<file path="src/design/assert_macros.svh">
// Assertion macros for the gradient renderer RTL
`ifndef ASSERT_MACROS_SVH
`define ASSERT_MACROS_SVH

`ifndef ASSERT_OFF

// expression must never hold outside reset
`define ASSERT_NEVER(lbl, clk_s, rst_s, expr) \
  lbl: assert property (@(posedge clk_s) disable iff (rst_s) !(expr)) \
    else $error("forbidden condition seen");

// antecedent implies consequent in the same cycle
`define ASSERT_IMPL(lbl, clk_s, rst_s, ante, cons) \
  lbl: assert property (@(posedge clk_s) disable iff (rst_s) (ante) |-> (cons)) \
    else $error("implication failed");

// antecedent implies consequent in the next cycle
`define ASSERT_NEXT(lbl, clk_s, rst_s, ante, cons) \
  lbl: assert property (@(posedge clk_s) disable iff (rst_s) (ante) |=> (cons)) \
    else $error("next-cycle implication failed");

`else

`define ASSERT_NEVER(lbl, clk_s, rst_s, expr)
`define ASSERT_IMPL(lbl, clk_s, rst_s, ante, cons)
`define ASSERT_NEXT(lbl, clk_s, rst_s, ante, cons)

`endif

`endif

</file>
<file path="src/design/lgr_pkg.sv">
// Shared types and constants for the linear gradient renderer
`default_nettype none

package lgr_pkg;

  // fixed field widths
  localparam int START_BITS        = 19;
  localparam int COEF_BITS         = 40;
  localparam int COLOR_BITS        = 64;
  localparam int SLOT_BITS         = 16;
  localparam int REGION_COORD_BITS = 25;
  localparam int REGION_WIDTH_BITS = 15;
  localparam int CHUNK_BITS        = 17;   // signed multiplier operand for one coefficient slice
  localparam int W_BITS            = 17;   // weight 0..65536

  // APB port
  localparam int APB_ADDR_BITS = 6;
  localparam int APB_DATA_BITS = 64;

  // register indexes
  localparam logic [2:0] REG_START_X    = 3'd0;
  localparam logic [2:0] REG_START_Y    = 3'd1;
  localparam logic [2:0] REG_COEF_X     = 3'd2;
  localparam logic [2:0] REG_COEF_Y     = 3'd3;
  localparam logic [2:0] REG_COLOR_NEAR = 3'd4;
  localparam logic [2:0] REG_COLOR_FAR  = 3'd5;
  localparam logic [2:0] REG_FLAT_MODE  = 3'd6;

  // register reset values
  localparam logic [START_BITS-1:0] RST_START = START_BITS'(6400);
  localparam logic [COEF_BITS-1:0]  RST_COEF  = COEF_BITS'(17179869);
  localparam logic [COLOR_BITS-1:0] RST_NEAR  = COLOR_BITS'(65535);

  // weight constants
  localparam logic [W_BITS-1:0] WEIGHT_ONE  = W_BITS'(65536);
  localparam logic [W_BITS-1:0] WEIGHT_HALF = W_BITS'(32768);
  localparam logic [W_BITS-1:0] WEIGHT_ZERO = '0;
  localparam int ROUND_HALF = 32768;

  // coefficient slice codes
  localparam logic [1:0] CHUNK_LO  = 2'd0;
  localparam logic [1:0] CHUNK_MID = 2'd1;
  localparam logic [1:0] CHUNK_HI  = 2'd2;

  // colour channel codes
  localparam logic [1:0] CH_RED   = 2'd0;
  localparam logic [1:0] CH_GREEN = 2'd1;
  localparam logic [1:0] CH_BLUE  = 2'd2;
  localparam logic [1:0] CH_ALPHA = 2'd3;

  // sequencer step limits
  localparam logic [2:0] MUL_LAST   = 3'd5;
  localparam logic [2:0] AXIS_STEPS = 3'd3;
  localparam logic [2:0] BLEND_LAST = 3'd3;

  // configuration register contents
  typedef struct packed {
    logic [START_BITS-1:0] start_x;
    logic [START_BITS-1:0] start_y;
    logic [COEF_BITS-1:0]  coef_x;
    logic [COEF_BITS-1:0]  coef_y;
    logic [COLOR_BITS-1:0] color_near;
    logic [COLOR_BITS-1:0] color_far;
    logic                  flat_mode;
  } cfg_t;

  // controller to datapath commands
  typedef struct packed {
    logic       capture;      // input beat taken
    logic       diff;         // form offsets, step coordinates, clear accumulator
    logic       mul_issue;    // one coefficient partial product
    logic       mul_axis;     // 0 x, 1 y
    logic [1:0] mul_chunk;
    logic       acc_add;      // add last partial product
    logic       weight;       // clamp accumulator to weight
    logic       blend_issue;  // one channel product
    logic [1:0] blend_chan;
    logic       blend_add;    // finish last channel
    logic       load_out;     // move result to output register
  } cmd_t;

endpackage

`default_nettype wire

</file>
<file path="src/design/linear_gradient_renderer_top.sv">
// Top level of the linear two-colour gradient pixel generator
//
//  Channel  Handshake               Beat contents
//  pix      pix_valid / pix_ready   new_region, region_x, region_y, region_width
//  rgba     rgba_valid / rgba_ready red, green, blue, alpha
//  config   APB psel/penable/pready 64-bit registers at byte address 8*index
//
// Pixels are processed one at a time: after the accepting edge the offsets
// are formed, the two 40-bit coefficients are fed slice by slice through one
// shared offset-by-17-bit multiplier, then weight clamp and four blend
// products on a second multiplier. rst is synchronous; the block is ready in
// the first cycle after reset. A result waits in the output register; the next
// pixel is computed meanwhile and held until that beat is taken.
`default_nettype none

module linear_gradient_renderer_top import lgr_pkg::*; #(
  parameter int COORD_BITS    = 25,
  parameter int CHANNEL_BITS  = 16,
  parameter int MAX_ROW_WIDTH = 16384
) (
  input  wire logic                         clk,
  input  wire logic                         rst,
  // pixel ticks
  input  wire logic                         pix_valid,
  output logic                              pix_ready,
  input  wire logic                         new_region,
  input  wire logic [REGION_COORD_BITS-1:0] region_x,
  input  wire logic [REGION_COORD_BITS-1:0] region_y,
  input  wire logic [REGION_WIDTH_BITS-1:0] region_width,
  // blended pixels
  output logic                              rgba_valid,
  input  wire logic                         rgba_ready,
  output logic      [CHANNEL_BITS-1:0]      red,
  output logic      [CHANNEL_BITS-1:0]      green,
  output logic      [CHANNEL_BITS-1:0]      blue,
  output logic      [CHANNEL_BITS-1:0]      alpha,
  // configuration
  input  wire logic                         psel,
  input  wire logic                         penable,
  input  wire logic                         pwrite,
  input  wire logic [APB_ADDR_BITS-1:0]     paddr,
  input  wire logic [APB_DATA_BITS-1:0]     pwdata,
  output logic      [APB_DATA_BITS-1:0]     prdata,
  output logic                              pready
);

  cfg_t cfg;
  cmd_t cmd;

  lgr_regs u_regs (
    .clk     (clk),
    .rst     (rst),
    .psel    (psel),
    .penable (penable),
    .pwrite  (pwrite),
    .paddr   (paddr),
    .pwdata  (pwdata),
    .prdata  (prdata),
    .pready  (pready),
    .cfg     (cfg)
  );

  lgr_ctrl u_ctrl (
    .clk        (clk),
    .rst        (rst),
    .pix_valid  (pix_valid),
    .pix_ready  (pix_ready),
    .rgba_valid (rgba_valid),
    .rgba_ready (rgba_ready),
    .cmd        (cmd)
  );

  lgr_datapath #(
    .COORD_BITS    (COORD_BITS),
    .CHANNEL_BITS  (CHANNEL_BITS),
    .MAX_ROW_WIDTH (MAX_ROW_WIDTH)
  ) u_datapath (
    .clk          (clk),
    .rst          (rst),
    .cmd          (cmd),
    .cfg          (cfg),
    .new_region   (new_region),
    .region_x     (region_x),
    .region_y     (region_y),
    .region_width (region_width),
    .red          (red),
    .green        (green),
    .blue         (blue),
    .alpha        (alpha)
  );

endmodule

`default_nettype wire

</file>
<file path="src/design/lgr_regs.sv">
// APB configuration register file for the gradient renderer
`default_nettype none

module lgr_regs import lgr_pkg::*; (
  input  wire logic                     clk,
  input  wire logic                     rst,
  input  wire logic                     psel,
  input  wire logic                     penable,
  input  wire logic                     pwrite,
  input  wire logic [APB_ADDR_BITS-1:0] paddr,
  input  wire logic [APB_DATA_BITS-1:0] pwdata,
  output logic      [APB_DATA_BITS-1:0] prdata,
  output logic                          pready,
  output cfg_t                          cfg
);

  logic       wr;
  logic [2:0] idx;

  assign pready = 1'b1;
  assign wr     = psel & penable & pwrite;
  assign idx    = paddr[APB_ADDR_BITS-1:3];

  // register writes
  always_ff @(posedge clk) begin
    if (rst) begin
      cfg.start_x    <= RST_START;
      cfg.start_y    <= RST_START;
      cfg.coef_x     <= RST_COEF;
      cfg.coef_y     <= RST_COEF;
      cfg.color_near <= RST_NEAR;
      cfg.color_far  <= '1;
      cfg.flat_mode  <= 1'b0;
    end else if (wr) begin
      unique case (idx)
        REG_START_X:    cfg.start_x    <= pwdata[START_BITS-1:0];
        REG_START_Y:    cfg.start_y    <= pwdata[START_BITS-1:0];
        REG_COEF_X:     cfg.coef_x     <= pwdata[COEF_BITS-1:0];
        REG_COEF_Y:     cfg.coef_y     <= pwdata[COEF_BITS-1:0];
        REG_COLOR_NEAR: cfg.color_near <= pwdata[COLOR_BITS-1:0];
        REG_COLOR_FAR:  cfg.color_far  <= pwdata[COLOR_BITS-1:0];
        REG_FLAT_MODE:  cfg.flat_mode  <= pwdata[0];
        default: ;
      endcase
    end
  end

  // read-back
  always_comb begin
    unique case (idx)
      REG_START_X:    prdata = APB_DATA_BITS'(cfg.start_x);
      REG_START_Y:    prdata = APB_DATA_BITS'(cfg.start_y);
      REG_COEF_X:     prdata = APB_DATA_BITS'(cfg.coef_x);
      REG_COEF_Y:     prdata = APB_DATA_BITS'(cfg.coef_y);
      REG_COLOR_NEAR: prdata = APB_DATA_BITS'(cfg.color_near);
      REG_COLOR_FAR:  prdata = APB_DATA_BITS'(cfg.color_far);
      REG_FLAT_MODE:  prdata = APB_DATA_BITS'(cfg.flat_mode);
      default:        prdata = '0;
    endcase
  end

endmodule

`default_nettype wire

</file>
<file path="src/design/lgr_ctrl.sv">
// Sequencer for the gradient renderer: steps one pixel through the datapath
`default_nettype none
`include "assert_macros.svh"

module lgr_ctrl import lgr_pkg::*; (
  input  wire logic clk,
  input  wire logic rst,
  input  wire logic pix_valid,
  output logic      pix_ready,
  output logic      rgba_valid,
  input  wire logic rgba_ready,
  output cmd_t      cmd
);

  localparam logic [2:0] ST_IDLE   = 3'd0;
  localparam logic [2:0] ST_DIFF   = 3'd1;
  localparam logic [2:0] ST_MUL    = 3'd2;
  localparam logic [2:0] ST_MACC   = 3'd3;
  localparam logic [2:0] ST_WEIGHT = 3'd4;
  localparam logic [2:0] ST_BLEND  = 3'd5;
  localparam logic [2:0] ST_BLAST  = 3'd6;
  localparam logic [2:0] ST_WRITE  = 3'd7;

  logic [2:0] state, state_next;
  logic [2:0] cnt, cnt_next;
  logic [2:0] cnt_y;
  logic       out_free;

  assign out_free = !rgba_valid || rgba_ready;
  assign cnt_y    = cnt - AXIS_STEPS;

  // next state and commands
  always_comb begin
    state_next = state;
    cnt_next   = cnt;
    pix_ready  = 1'b0;
    cmd        = '0;
    unique case (state)
      ST_IDLE: begin
        pix_ready = 1'b1;
        if (pix_valid) begin
          cmd.capture = 1'b1;
          state_next  = ST_DIFF;
        end
      end
      ST_DIFF: begin
        cmd.diff   = 1'b1;
        cnt_next   = '0;
        state_next = ST_MUL;
      end
      ST_MUL: begin
        cmd.mul_issue = 1'b1;
        cmd.mul_axis  = (cnt >= AXIS_STEPS);
        cmd.mul_chunk = (cnt >= AXIS_STEPS) ? cnt_y[1:0] : cnt[1:0];
        cmd.acc_add   = (cnt != '0);
        if (cnt == MUL_LAST) begin
          state_next = ST_MACC;
        end else begin
          cnt_next = cnt + 3'd1;
        end
      end
      ST_MACC: begin
        cmd.acc_add = 1'b1;
        state_next  = ST_WEIGHT;
      end
      ST_WEIGHT: begin
        cmd.weight = 1'b1;
        cnt_next   = '0;
        state_next = ST_BLEND;
      end
      ST_BLEND: begin
        cmd.blend_issue = 1'b1;
        cmd.blend_chan  = cnt[1:0];
        cmd.blend_add   = (cnt != '0);
        if (cnt == BLEND_LAST) begin
          state_next = ST_BLAST;
        end else begin
          cnt_next = cnt + 3'd1;
        end
      end
      ST_BLAST: begin
        cmd.blend_add = 1'b1;
        state_next    = ST_WRITE;
      end
      ST_WRITE: begin
        if (out_free) begin
          cmd.load_out = 1'b1;
          state_next   = ST_IDLE;
        end
      end
      default: state_next = ST_IDLE;
    endcase
  end

  // state, step counter, output valid
  always_ff @(posedge clk) begin
    if (rst) begin
      state      <= ST_IDLE;
      cnt        <= '0;
      rgba_valid <= 1'b0;
    end else begin
      state <= state_next;
      cnt   <= cnt_next;
      if (cmd.load_out) begin
        rgba_valid <= 1'b1;
      end else if (rgba_ready) begin
        rgba_valid <= 1'b0;
      end
    end
  end

  // a waiting result is never overwritten
  `ASSERT_NEVER(a_no_overwrite, clk, rst, cmd.load_out && rgba_valid && !rgba_ready)
  // an accepted beat starts the offset step
  `ASSERT_NEXT(a_accept_to_diff, clk, rst, pix_valid && pix_ready, state == ST_DIFF)
  // partial product counter stays within both axes
  `ASSERT_IMPL(a_mul_bound, clk, rst, state == ST_MUL, cnt <= MUL_LAST)
  // a new result follows the last blend step
  `ASSERT_NEXT(a_load_sets_valid, clk, rst, cmd.load_out, rgba_valid)

endmodule

`default_nettype wire

</file>
<file path="src/design/lgr_datapath.sv">
// Gradient datapath: coordinates, projection, weight clamp and colour blend
`default_nettype none

module lgr_datapath import lgr_pkg::*; #(
  parameter int COORD_BITS    = 25,
  parameter int CHANNEL_BITS  = 16,
  parameter int MAX_ROW_WIDTH = 16384
) (
  input  wire logic                         clk,
  input  wire logic                         rst,
  input  wire cmd_t                         cmd,
  input  wire cfg_t                         cfg,
  input  wire logic                         new_region,
  input  wire logic [REGION_COORD_BITS-1:0] region_x,
  input  wire logic [REGION_COORD_BITS-1:0] region_y,
  input  wire logic [REGION_WIDTH_BITS-1:0] region_width,
  output logic      [CHANNEL_BITS-1:0]      red,
  output logic      [CHANNEL_BITS-1:0]      green,
  output logic      [CHANNEL_BITS-1:0]      blue,
  output logic      [CHANNEL_BITS-1:0]      alpha
);

  localparam int DXW  = COORD_BITS + 9;
  localparam int PW   = DXW + CHUNK_BITS;
  localparam int ACCW = DXW + COEF_BITS + 1;
  localparam int WB   = $clog2(MAX_ROW_WIDTH + 1);
  localparam int CMPW = (COORD_BITS + 1 > WB) ? COORD_BITS + 1 : WB;
  localparam int BPW  = CHANNEL_BITS + 1 + W_BITS + 1;
  localparam int SW   = CHANNEL_BITS + 20;

  // coordinate state
  logic [COORD_BITS-1:0] cur_x, cur_y, row_left;
  logic [WB-1:0]         row_width_held;

  // projection
  logic signed [DXW-1:0]  dx, dy;
  logic signed [PW-1:0]   prod;
  logic [1:0]             chunk_d;
  logic signed [ACCW-1:0] acc;
  logic [W_BITS-1:0]      w;

  // blend
  logic signed [BPW-1:0]   bprod;
  logic [CHANNEL_BITS-1:0] bf;
  logic [1:0]              chan_d;
  logic [CHANNEL_BITS-1:0] ch_res [4];

  // region load values
  logic [COORD_BITS-1:0]        rx, ry;
  logic [REGION_WIDTH_BITS-1:0] wd_nz;
  logic [WB-1:0]                wd_held;

  assign rx    = COORD_BITS'($signed(region_x));
  assign ry    = COORD_BITS'($signed(region_y));
  assign wd_nz = (region_width == '0) ? REGION_WIDTH_BITS'(1) : region_width;
  assign wd_held = ({2'b00, wd_nz} > 17'(MAX_ROW_WIDTH)) ? WB'(MAX_ROW_WIDTH) : WB'(wd_nz);

  // offsets from the start point and raster step
  logic [COORD_BITS-1:0]  off;
  logic                   row_end;
  logic signed [DXW-1:0]  dx_next, dy_next;

  assign off     = cur_x - row_left;
  assign row_end = (CMPW'(off) + CMPW'(1)) >= CMPW'(row_width_held);
  assign dx_next = DXW'($signed({cur_x, 8'h00})) - DXW'($signed(cfg.start_x));
  assign dy_next = DXW'($signed({cur_y, 8'h00})) - DXW'($signed(cfg.start_y));

  always_ff @(posedge clk) begin
    if (rst) begin
      cur_x          <= '0;
      cur_y          <= '0;
      row_left       <= '0;
      row_width_held <= WB'(1);
    end else if (cmd.capture && new_region) begin
      cur_x          <= rx;
      cur_y          <= ry;
      row_left       <= rx;
      row_width_held <= wd_held;
    end else if (cmd.diff) begin
      if (row_end) begin
        cur_x <= row_left;
        cur_y <= cur_y + COORD_BITS'(1);
      end else begin
        cur_x <= cur_x + COORD_BITS'(1);
      end
    end
  end

  always_ff @(posedge clk) begin
    if (cmd.diff) begin
      dx <= dx_next;
      dy <= dy_next;
    end
  end

  // partial product: offset times one coefficient slice
  logic [COEF_BITS-1:0]         coef_sel;
  logic signed [DXW-1:0]        mul_a;
  logic signed [CHUNK_BITS-1:0] mul_b;

  assign coef_sel = cmd.mul_axis ? cfg.coef_y : cfg.coef_x;
  assign mul_a    = cmd.mul_axis ? dy : dx;

  always_comb begin
    case (cmd.mul_chunk)
      CHUNK_LO:  mul_b = $signed({1'b0, coef_sel[15:0]});
      CHUNK_MID: mul_b = $signed({1'b0, coef_sel[31:16]});
      CHUNK_HI:  mul_b = $signed({{9{coef_sel[COEF_BITS-1]}}, coef_sel[COEF_BITS-1:32]});
      default:   mul_b = '0;
    endcase
  end

  always_ff @(posedge clk) begin
    if (cmd.mul_issue) begin
      prod    <= mul_a * mul_b;
      chunk_d <= cmd.mul_chunk;
    end
  end

  // accumulate shifted partial products
  logic signed [ACCW-1:0] prod_ext, addend;

  assign prod_ext = ACCW'(prod);

  always_comb begin
    case (chunk_d)
      CHUNK_LO:  addend = prod_ext;
      CHUNK_MID: addend = prod_ext <<< 16;
      CHUNK_HI:  addend = prod_ext <<< 32;
      default:   addend = '0;
    endcase
  end

  always_ff @(posedge clk) begin
    if (cmd.diff) begin
      acc <= '0;
    end else if (cmd.acc_add) begin
      acc <= acc + addend;
    end
  end

  // clamp projection to weight 0..1 with 16 fraction bits
  logic [W_BITS-1:0] w_next;

  always_comb begin
    if (cfg.flat_mode) begin
      w_next = WEIGHT_HALF;
    end else if (acc[ACCW-1]) begin
      w_next = WEIGHT_ZERO;
    end else if (|acc[ACCW-2:COEF_BITS]) begin
      w_next = WEIGHT_ONE;
    end else begin
      w_next = {1'b0, acc[COEF_BITS-1:24]};
    end
  end

  always_ff @(posedge clk) begin
    if (cmd.weight) begin
      w <= w_next;
    end
  end

  // channel product: (near - far) * w
  logic [CHANNEL_BITS-1:0]         n_sel, f_sel;
  logic signed [CHANNEL_BITS:0]    cdiff;
  logic signed [W_BITS:0]          wmul;

  always_comb begin
    case (cmd.blend_chan)
      CH_RED: begin
        n_sel = cfg.color_near[48 +: CHANNEL_BITS];
        f_sel = cfg.color_far[48 +: CHANNEL_BITS];
      end
      CH_GREEN: begin
        n_sel = cfg.color_near[32 +: CHANNEL_BITS];
        f_sel = cfg.color_far[32 +: CHANNEL_BITS];
      end
      CH_BLUE: begin
        n_sel = cfg.color_near[16 +: CHANNEL_BITS];
        f_sel = cfg.color_far[16 +: CHANNEL_BITS];
      end
      CH_ALPHA: begin
        n_sel = cfg.color_near[0 +: CHANNEL_BITS];
        f_sel = cfg.color_far[0 +: CHANNEL_BITS];
      end
      default: begin
        n_sel = '0;
        f_sel = '0;
      end
    endcase
  end

  assign cdiff = $signed({1'b0, n_sel}) - $signed({1'b0, f_sel});
  assign wmul  = $signed({1'b0, w});

  always_ff @(posedge clk) begin
    if (cmd.blend_issue) begin
      bprod  <= cdiff * wmul;
      bf     <= f_sel;
      chan_d <= cmd.blend_chan;
    end
  end

  // far * 65536 + product, rounded
  logic signed [SW-1:0] bsum;

  assign bsum = SW'($signed({1'b0, bf, 16'h0000})) + SW'(bprod) + SW'(ROUND_HALF);

  always_ff @(posedge clk) begin
    if (cmd.blend_add) begin
      ch_res[chan_d] <= bsum[CHANNEL_BITS+15:16];
    end
  end

  // output register
  always_ff @(posedge clk) begin
    if (cmd.load_out) begin
      red   <= ch_res[CH_RED];
      green <= ch_res[CH_GREEN];
      blue  <= ch_res[CH_BLUE];
      alpha <= ch_res[CH_ALPHA];
    end
  end

endmodule

`default_nettype wire

</file>
<file path="config.mk">
export PLATFORM = sky130hd
export DESIGN_NAME = linear_gradient_renderer_top
export DESIGN_NICKNAME = d
export VERILOG_FILES = /design/src/design/lgr_pkg.sv /design/src/design/linear_gradient_renderer_top.sv /design/src/design/lgr_regs.sv /design/src/design/lgr_ctrl.sv /design/src/design/lgr_datapath.sv
export VERILOG_INCLUDE_DIRS = /design/src /design/src/design
export SDC_FILE = /design/constraint.sdc
export NUM_CORES = 2
export LEC_CHECK = 0
export BUFFER_PORTS_ARGS = -buffer_cell sky130_fd_sc_hd__buf_2
export CAP_MARGIN = 25
export CORE_ASPECT_RATIO = 1.75
export CORE_MARGIN = 2
export CORE_UTILIZATION = 65
export DETAILED_ROUTE_END_ITERATION = 6
export GPL_TIMING_DRIVEN = 0
export PLACE_DENSITY = 0.89
export SLEW_MARGIN = 0
export SYNTH_ARGS = -nofsm -noshare
export SYNTH_HDL_FRONTEND = slang
export SYNTH_HIERARCHICAL = 1
export SYNTH_SLANG_ARGS = --single-unit
</file>
<file path="constraint.sdc">
create_clock -name clk -period 31.7 [get_ports clk]
set_input_delay 1.585 -clock clk [delete_from_list [all_inputs] [get_ports clk]]
set_output_delay 1.585 -clock clk [all_outputs]
set_load 0.05 [all_outputs]
</file>
Word level (Yosys, flattened, before mapping)
Memory sizes are Yosys's and may differ from the RTL's. A register that Yosys moved wholly into a read port is not among the register bits. Cells that the tools add are included. W data, S select, Z words.

Order comparisons: 3. Divide/modulo/power cells: 0. Add/subtract/negate cells: 12. Bitwise operators: 2. $mul: 2. Muxes and demuxes: 41. Shifts and indexed selects: 0. Reduce and logical (&&, ||, !) cells: 28. Equal/unequal tests: 28.

Operator list (number): $pmux W64 S7 (1); $pmux W75 S3 (1); $mux W25 (6); $pmux W16 S4 (2); $add A75 B75 Y75 (1); $sub A33 B19 Y34 (2); $mul A34 B17 Y51 (1); $pmux W17 S3 (1); $add A25 B1 Y25 const B (2); $mux W40 (1); $reduce_or A36 Y1 (1); $mux W34 (1); $reduce_or A34 Y1 (1); $add A32 B17 Y32 const B (1); $add A32 B32 Y32 (1); $mul A17 B18 Y32 (1); $mux W15 (2); $add A25 B1 Y26 const B (1); $ge A26 B15 Y1 (1); $sub A25 B25 Y25 (1); $eq A3 B3 Y1 const B (8); $pmux W3 S8 (1); $mux W3 (7); $mux W17 (1); 30 further kinds (70).

Register bits after elaboration: 607. Logic and storage cells: 142. Memory bits (read-only): 0. Memories kept: 1. Output and inout bits: 131. Memory bits (writable): 64. Input bits: 143. Bits in latches: 0.

Memory list: u_datapath.ch_res (words 4, bits a word 16, rd ports 4, clocked after memory_dff 4, wr ports 1, line lgr_datapath.sv:46) `logic [CHANNEL_BITS-1:0] ch_res [4];`.

Depth between registers and ports, before layout
Depth in word-level cells: 6. Mapped depth: 45. Depth with buffers taken out: 43.

Modules after synthesis
Netlist, hierarchy kept.

By module, submodules not included: lgr_datapath (area an instance 57460.1 µm², cells an instance 6179, times used 1, sequential area each 12341.8 µm²); lgr_regs (area an instance 11493.5 µm², cells an instance 1282, times used 1, sequential area each 4944.7 µm²); lgr_ctrl (area an instance 644.4 µm², cells an instance 78, times used 1, sequential area each 140.1 µm²).

Worst setup path before layout
OpenSTA, ideal clock, no wires.

Path type: reg2reg. Start: register u_ctrl.state[1]. End: register u_datapath.bprod[31] (data pin). Arrival time: 9.960 ns. Data required time: 31.440 ns. Cell stages (with the launch flop): 44. Slack: 21.480 ns. Period minus slack after synthesis: 10.220 ns. Setup time: 0.260 ns. Path buffers: 4. Cells stage by stage: dfxtp_1 > inv_1 > ha_1 > nand2_4 > nor2_1 > clkbuf_1 > clkbuf_1 > clkbuf_1 > mux4_2 > ha_1 > inv_1 > fa_1 > a21o_1 > a21oi_1 > nor2b_1 > nor4_1 > nor3_1 > a41o_1 > [8 not listed] > fa_1 > fa_1 > fa_1 > inv_1 > fa_1 > inv_1 > ha_1 > and2_1 > a221o_1 > a21o_1 > a21o_1 > a41oi_1 > o21ai_0 > nand4_1 > nand4b_1 > a21o_1 > a21oi_1 > xnor2_1.

RTL lines: start, declared (line lgr_ctrl.sv:24) `logic [2:0] state, state_next;`; start signal, assigned (line lgr_ctrl.sv:102) `state <= state_next;`; end signal, assigned (line lgr_datapath.sv:198) `bprod <= cdiff * wmul;`; end, declared (line lgr_datapath.sv:43) `logic signed [BPW-1:0] bprod;`.

==> reports/results.txt <==
Status: finished, violations left
Failing checks: DRC
Port bufs: 266
Syn. warnings: 6
Routed wire length per instance: 27.3 um
Vias per std cell: 6.45
Relative max-transition margin: 17.8%
First-pass GRT wire length: 378000 um
Tmin final: 13.24 ns
Slew Viols, Final: 0
Die ar.: 110000 um2
FMAX: 0.0755 GHz
Layout cells sized above 1: 8.49%
Core Area: 106000 um2
Htree depth: 3
Synth top area share: 22.4%
Mapped Area: 69600 um2
Post-synthesis register bit count: 720
Area delta synth->final: 8.87%
Main synth FF type: dfxtp_1
Final Cycle Share: 41.8%
CTS tree: yes
Final TNS setup: 0 ns
Worst clock skew: 0.0637 ns
Setup violators final: 0
Worst-Skew Late Latency: 0.73 ns
Post-synth ARST share: 0%
Synth top area cells: fa_1, edfxtp_1, dfxtp_1, ha_1, inv_1
Seq/Total Area, Yosys: 25.0%
# resized after CTS: 0
Initial antenna violation count: 24
Drt first pass iters: 7
Slew @ Worst Pin: 1.23 ns
DRT iter0 DRCs: 5918
CP arrival: 13.68 ns
Largest net degree at the start of global routing: 73
CTS root buffer: clkbuf_16
Vias in the first global route: 63119
Via count: 60420
Synth cell types: 106
DP HPWL: 203000 um
CP max stage cell: a41oi_1
EDFF count, synth: 301
Worst-case clock buffer depth: 3
Synth area leader: fa_1
Total gr overflow: 0
CP Class: flip-flop to flip-flop
R2R depth: 45
Routability Congestion: 1.06
CP peak stage delay: 0.69 ns
Final Hold Viols: 0
Routed Wire Length: 255000 um
CTS Hold Buffers Added: 0
RSZ-0062 raised after global routing: false
Synth Instances: 7539
Clock Sinks: 720
Initial Utilization: 65.6%
Drt drc: 7
Post-CTS setup buffer count: 0
Nature of the critical path endpoint: flip-flop
Fill count: 8029
Avg Inst Size Synth: 9.23 um2
CP Launch Type: flip-flop
Net count after synthesis: 8893
Die extent in y: 437 um
Total GRT Usage: 46.9%
I/O pin total: 274
Post-route ant nets: 0
CP required: 32.14 ns
CP max FO: 10
Fin nets: 9288
Reg clk slew, reported paths: 0.08 ns
CTS buffer count: 72
Hold Path Class: flip-flop to flip-flop
Row count: 158
Max-cap violation count: 0
WHS Path Cells: 0
Die Width: 251 um
[worst max-delay path, delay by kind of cell (launching register included)]
kind            cells  cell delay (ns)
fa+ha+maj          10             4.30
mux                 1             0.44
compound gates      9             2.47
flops               1             0.34
buf+inv            12             2.65
simple gates       11             2.31
xor+xnor            2             0.40
[cell families after synthesis]
group / share of synthesized area, %
fa+ha+maj: 30.2
buf+inv: 7.38
other cells: 0.00539
simple gates: 15.6
xor+xnor: 3.50
mux: 7.24
compound gates: 11.1
flops: 25.0
[metal layers]
layer | global-route usage (%) | share of wire, %
met1 | 45.2 | 30
met2 | 78.8 | 48
met3 | 11.1 | 8.8
met4 | 50.0 | 13
met5 | 0.357 | 0.076
[per-stage QoR]
stage / worst slack [ns] / hold slack [ns] / std cells / instance area [um2] / util (%)
6_report: 18.46 / 0.415 / 9367 / 75800 / 71.4
2_1_floorplan: 21.48 / 0.400 / 7539 / 69600 / -
5_1_grt: 18.02 / 0.410 / 9353 / 75700 / 71.3
4_1_cts: 18.82 / 0.414 / 9339 / 75600 / 71.2
3_5_place_dp: 19.07 / 0.405 / 9209 / 73100 / 68.9
3_3_place_gp: 18.51 / 0.400 / 9165 / 72600 / 68.4
[placed cells by master, fill, tap and decap left out, types with 20 or more instances in the layout]
cell type / n
buf_2: 321
o211ai_1: 26
a211oi_1: 36
clkbuf_16: 73
inv_1: 951
a22oi_1: 38
nor4_1: 27
mux4_2: 40
mux2i_1: 345
and3_1: 47
o21bai_1: 29
buf_4: 35
mux2_2: 59
nand2b_1: 155
a31oi_1: 33
a21oi_1: 379
a21o_1: 117
nor2_1: 696
o31ai_1: 20
nand4_1: 34
o21ai_0: 307
nor3_1: 72
a221oi_1: 30
xnor2_1: 189
xor2_1: 86
edfxtp_1: 301
clkbuf_1: 281
buf_6: 25
buf_1: 24
o21a_1: 39
fa_1: 779
nand3_1: 158
dfxtp_1: 419
and2_1: 159
ha_1: 432
nor2b_1: 90
nand2_1: 791
[final cells by class]
class | instances | area [um2] | area share (%)
Antenna cell | 17 | 42.5 | 0.0561
Buffer | 365 | 1560 | 2.05
Clock buffer | 88 | 1930 | 2.55
Clock inverter | 42 | 582 | 0.768
Inverter | 953 | 3580 | 4.72
Multi-Input combinational cell | 5501 | 47100 | 62.1
Sequential cell | 720 | 17400 | 23.0
Tap cell | 1360 | 1700 | 2.25
Timing Repair Buffer | 321 | 1890 | 2.49
[synthesized netlist by cell type, types with 13 or more instances]
library cell / number
mux4_2: 40
a21boi_0: 13
buf_1: 23
nor4_1: 27
o21bai_1: 29
o21a_1: 39
a31oi_1: 33
nor2_1: 697
buf_2: 53
nand3_1: 158
and2_1: 159
a221oi_1: 30
a21o_1: 117
or3_1: 14
and3_1: 47
ha_1: 432
xnor2_1: 190
nand2b_1: 155
fa_1: 779
mux2_2: 59
dfxtp_1: 419
mux2i_1: 346
clkbuf_1: 272
a22oi_1: 38
nor3_1: 72
o21ai_0: 307
o221ai_1: 17
o21ai_1: 14
a211oi_1: 36
nand2_1: 791
buf_6: 15
nand4_1: 34
xor2_1: 86
inv_1: 952
a21oi_1: 379
edfxtp_1: 301
o211ai_1: 26
o31ai_1: 20
o22ai_1: 14
or2_2: 16
nor2b_1: 91
[final timing paths]
check	start	endpoint	slack, ns
hold reg to reg	u_datapath/ch_res[1][7]	u_datapath/green[7]	0.42
setup reg to reg	u_ctrl/state[1]	u_datapath/bprod[31]	18.46
hold / removal	u_datapath/ch_res[1][7]	u_datapath/green[7]	0.42
setup / recovery	u_ctrl/state[1]	u_datapath/bprod[31]	18.46
[state kept, by name, indices dropped and copies added, names as in the netlist]
name	count
u_regs/cfg	247
u_ctrl/state	3
u_datapath/blue	16
u_ctrl/rgba_valid	1
u_datapath/chan_d	2
u_datapath/ch_res	64
u_datapath/row_width_held	15
u_datapath/dy	34
u_datapath/cur_y	25
u_datapath/prod	51
u_datapath/dx	34
u_datapath/acc	75
u_datapath/alpha	16
u_datapath/row_left	25
u_datapath/red	16
u_datapath/bf	16
u_datapath/cur_x	25
u_ctrl/cnt	3
u_datapath/w	17
u_datapath/green	16
u_datapath/chunk_d	2
u_datapath/bprod	17
Power is left out: the tool's default activity adds up to more than one toggle a clock period on the data nets, which glitch-free logic cannot reach.
